--- src/rtl/aes_ram.sv ---
// ----------------------------------------------------------------------------
// AES generic RAM
// Single write port, single read port, registered read data.
// ----------------------------------------------------------------------------
module aes_ram #(
    parameter int unsigned WIDTH = 32,
    parameter int unsigned DEPTH = 44
) (
    input  logic                     aclk,
    input  logic                     we,
    input  logic [$clog2(DEPTH)-1:0] waddr,
    input  logic [WIDTH-1:0]         wdata,
    input  logic [$clog2(DEPTH)-1:0] raddr,
    output logic [WIDTH-1:0]         rdata
);
    logic [WIDTH-1:0] mem_reg [DEPTH];

    always_ff @(posedge aclk) begin
        if (we) mem_reg[waddr] <= wdata;
        rdata <= mem_reg[raddr];
    end
endmodule

--- config.mk ---
export PLATFORM = sky130hd
export DESIGN_NAME = aes_ram
export DESIGN_NICKNAME = d
export VERILOG_FILES = /design/src/rtl/aes_ram.sv
export SDC_FILE = /design/constraint.sdc
export NUM_CORES = 1
export LEC_CHECK = 0
export BUFFER_PORTS_ARGS = -buffer_cell sky130_fd_sc_hd__buf_2
export CORE_MARGIN = 3
export CORE_UTILIZATION = 47
export DETAILED_ROUTE_END_ITERATION = 16
export GPL_TIMING_DRIVEN = 0
export PLACE_DENSITY = 0.74
export SLEW_MARGIN = 20
export SYNTH_ARGS = -nofsm -noshare
export SYNTH_HDL_FRONTEND = slang
export SYNTH_SLANG_ARGS = --single-unit
export TNS_END_PERCENT = 10
--- constraint.sdc ---
create_clock -name aclk -period 7 [get_ports aclk]
set_input_delay 2.1 -clock aclk [delete_from_list [all_inputs] [get_ports aclk]]
set_output_delay 2.1 -clock aclk [all_outputs]
set_load 0.02 [all_outputs]
Word level (Yosys, flattened, before mapping)
Memory sizes are Yosys's and may differ from the RTL's. A register that Yosys moved wholly into a read port is not among the register bits.
Cells that the tools add are included.
- flip-flop bits (word level): 0
- RAM bits: 1408
- input bits: 46
- output and inout bits: 32
- logic and storage cells: 3
- memories kept: 1
- muxes and demuxes: 2
- memory list (memory ; words ; bits a word ; rd ports ; clocked after Yosys merged registers in ; wr ports ; line ; source):
    mem_reg ; 44 ; 32 ; 1 ; 1 ; 1 ; 16 ; logic [WIDTH-1:0] mem_reg [DEPTH];
- operators by type and width (kind ; count):
    $mux 1 ; 2

Longest topological paths before layout
- depth in word-level cells: 2
- depth in mapped cells: 8
- depth with buffers taken out: 5

Least setup slack after synthesis
No wires, ideal clock.
- path type: input -> register
- start point: input port waddr[1]
- end point: memory mem_reg[21][0], enable pin
- setup time: 0.502 ns
- arrival: 5.393 ns
- data required time: 6.498 ns
- path slack: 1.105 ns
- stages: 2
- path buffers: 0
- path through: nand2b_1 -> nor4_1
- RTL lines (element ; line ; source):
    from (decl) ; 11 ; input logic [$clog2(DEPTH)-1:0] waddr,
    to (decl) ; 16 ;
No word-level cell before the write port.

==> metrics.md <==
| Metric | Value |
|---|---|
| FILL cells | `8284` |
| Pwr Density | `286 mW/mm²` |
| PortBufs | `73` |
| Gpl congestion | `0.962` |
| Initial antenna violation count | `6` |
| Max Cap Viol | `0` |
| RSZ-0062 raised after global routing | `no` |
| Die width | `347 µm` |
| Row cnt | `124` |
| Post-CTS setup buffers | `0` |
| Layout cell share with drive strength beyond 1 | `26.1%` |
| # setup viols final | `0` |
| Synthesis Warnings | `0` |
| Arrival @ worst endpoint | `5.02 ns` |
| Clk_lat worst skew | `0.73 ns` |
| Clock root buffer | `clkbuf_16` |
| Final period util | `64.1%` |
| Worst setup EP type | `register` |
| Placed cell areas | `0.0583 mm²` |
| Register clock-pin slew on the reported worst setup and hold paths | `0.06 ns` |
| Synth top area share | `77.5%` |
| First-pass DRT Iterations | `5` |
| Synth cell types | `33` |
| Post-DP HPWL | `85200 µm` |
| CTS tree | `yes` |
| Avg Vias per Cell | `6.18` |
| Synth Net Count | `2546` |
| Antenna Nets Post-Route | `0` |
| Worst-case clock buffer depth | `3` |
| Critical Path Fanout Max | `10` |
| Max VDD drop | `263 µV` |
| Clk_skew | `0.0283 ns` |
| Max-slew violations | `0` |
| Largest area contributor in the netlist | `edfxtp_1` |
| Post-route DRC violation count | `0` |
| Critical path required time | `7.53 ns` |
| Avg Cell Area, Syn | `21.8 µm²` |
| Netlist Area Pre-Place | `0.0546 mm²` |
| Effective utilization at floorplan | `47.5%` |
| Post-CTS sizing | `0` |
| Slew headroom | `32.5%` |
| Lkg Pwr | `19.8 nW` |
| GRT Overall Usage | `22.3%` |
| Num CTS Buffers | `138` |
| Number of I/O pins | `78` |
| CP Launch Type | `input port` |
| Final instance area | `0.0628 mm²` |
| Via count | `27200` |
| Core ar. | `0.115 mm²` |
| Syn Inst Count | `2500` |
| Height of the die | `347 µm` |
| Sequential fraction of the synthesis area | `78.7%` |
| CTS H-tree lvls | `4` |
| Clock sink total | `1440` |
| Commonest non-fill, non-tap cell in the layout | `edfxtp_1` |
| Max reg flops | `1408` |
| FF+latch count, synth | `1440` |
| Fmax | `0.223 GHz` |
| Pin count of the biggest net entering global routing | `45` |
| Least-Margin Pin Slew | `1.01 ns` |
| Synth-to-layout area growth | `15.1%` |
| WL/cell | `30.4 µm` |
| Die Area | `0.120 mm²` |
| HP Class | `reg -> reg` |
| Worst Setup Path Type | `in -> reg` |
| Starting DRT DRC Count | `3612` |
| Number of global-route vias before repair | `27900` |
| Final wirelength | `134000 µm` |
| Largest cells by area after synthesis | `edfxtp_1, mux4_2, mux2i_1` |
| Hold Fails Final Rpt | `0` |
| PnR Total Power | `18.0 mW` |
| Outcome | `completed` |
| Commonest cells after routing, fill and taps aside | `edfxtp_1, mux4_2, clkbuf_16` |
| Remaining Overflow, GRT | `0` |
| First-pass GRT wire length | `194000 µm` |
| Final worst path period need | `4.49 ns` |
| Net count reported at finish | `2827` |
| Hold buffer count at CTS | `0` |
worst max-delay path: stages:
cell and delay, ns:
buf_2 0.42, clkbuf_1 0.76, mux4_2 0.43, a22oi_1 0.28, a21oi_1 0.17, a21oi_1 0.52, o21ai_1 0.33
cell usage after synthesis:
master,number
o31ai_1,10
mux4_2,288
o21ai_0,28
clkbuf_1,74
nor2_1,54
a21oi_1,74
a22oi_1,64
nand3b_1,1
nand4_1,1
or3b_2,1
a221oi_1,32
buf_4,14
nor3_1,5
mux2i_1,128
nor4_1,1
dfxtp_1,32
inv_1,1
o22ai_1,32
buf_6,7
and2_1,1
buf_1,13
mux2_2,25
mux2_1,39
o21ai_1,26
nand2b_1,6
buf_2,36
edfxtp_1,1408
or3_1,2
or2_2,2
nand3_1,5
nand2_1,62
o211ai_1,22
nor2b_1,6
kinds of logic (layout without fill, tap and decap cells):
family	after synthesis	after routing	share of synthesized area, %
flops	1440	1440	78.7
compound gates	288	288	3.38
buf+inv	145	533	1.27
mux	480	480	15.6
other cells	0	2	0
simple gates	147	147	1.14
stage by stage:
| step | TNS, ns | cells | hold slack [ns] | utilization, % | setup WS, ns |
|---|---|---|---|---|---|
| floorplan | 0 | 2500 | 0.743 | - | 1.11 |
| global placement | -114.92 | 4085 | 0.845 | 49.5 | -1.99 |
| detailed placement | 0 | 4153 | 0.857 | 50.7 | 2.03 |
| CTS | 0 | 4400 | 0.883 | 54.7 | 2.75 |
| global route | 0 | 4400 | 0.933 | 54.7 | 2.53 |
| finish | 0 | 4402 | 0.881 | 54.7 | 2.51 |
path summary, 6_finish.rpt:
check	startpoint	end	slack (ns)	depth (start not counted)
worst min register to register	mem_reg[41][26]	rdata[26]	0.88	5
worst min-delay path	mem_reg[41][26]	rdata[26]	0.88	5
worst max-delay path	raddr[1]	rdata[30]	2.51	7
worst max register to register	mem_reg[29][3]	rdata[3]	4.62	5
where the power goes:
group          internal (mW)  total, mW  switching, mW
Sequential              9.54       9.56         0.0213
Clock                   4.34       7.46           3.12
Combinational          0.309      0.935          0.626
layout make-up:
cell class,count,area [µm²],area share [%]
flip-flops and latches,1440,42900,68.4
multi-input cells,915,11300,17.9
clock buffers,175,3780,6.02
well taps,1512,1890,3.01
repair buffers,141,1490,2.37
clock inverters,72,738,1.18
plain buffers,144,692,1.10
diodes,2,5.00,0.00797
inverters,1,3.75,0.00598
layer usage:
layer / global-route usage [%] / part of all wire, % / vias to the layer above
met2: 34.9 / 48 / 1624
met4: 9.25 / 4.2 / 4
met3: 5.47 / 11 / 284
li1: - / - / 11100
met5: 0 / 0.017 / -
met1: 30.2 / 37 / 14200
No activity file was read; power rests on OpenSTA's default activity.
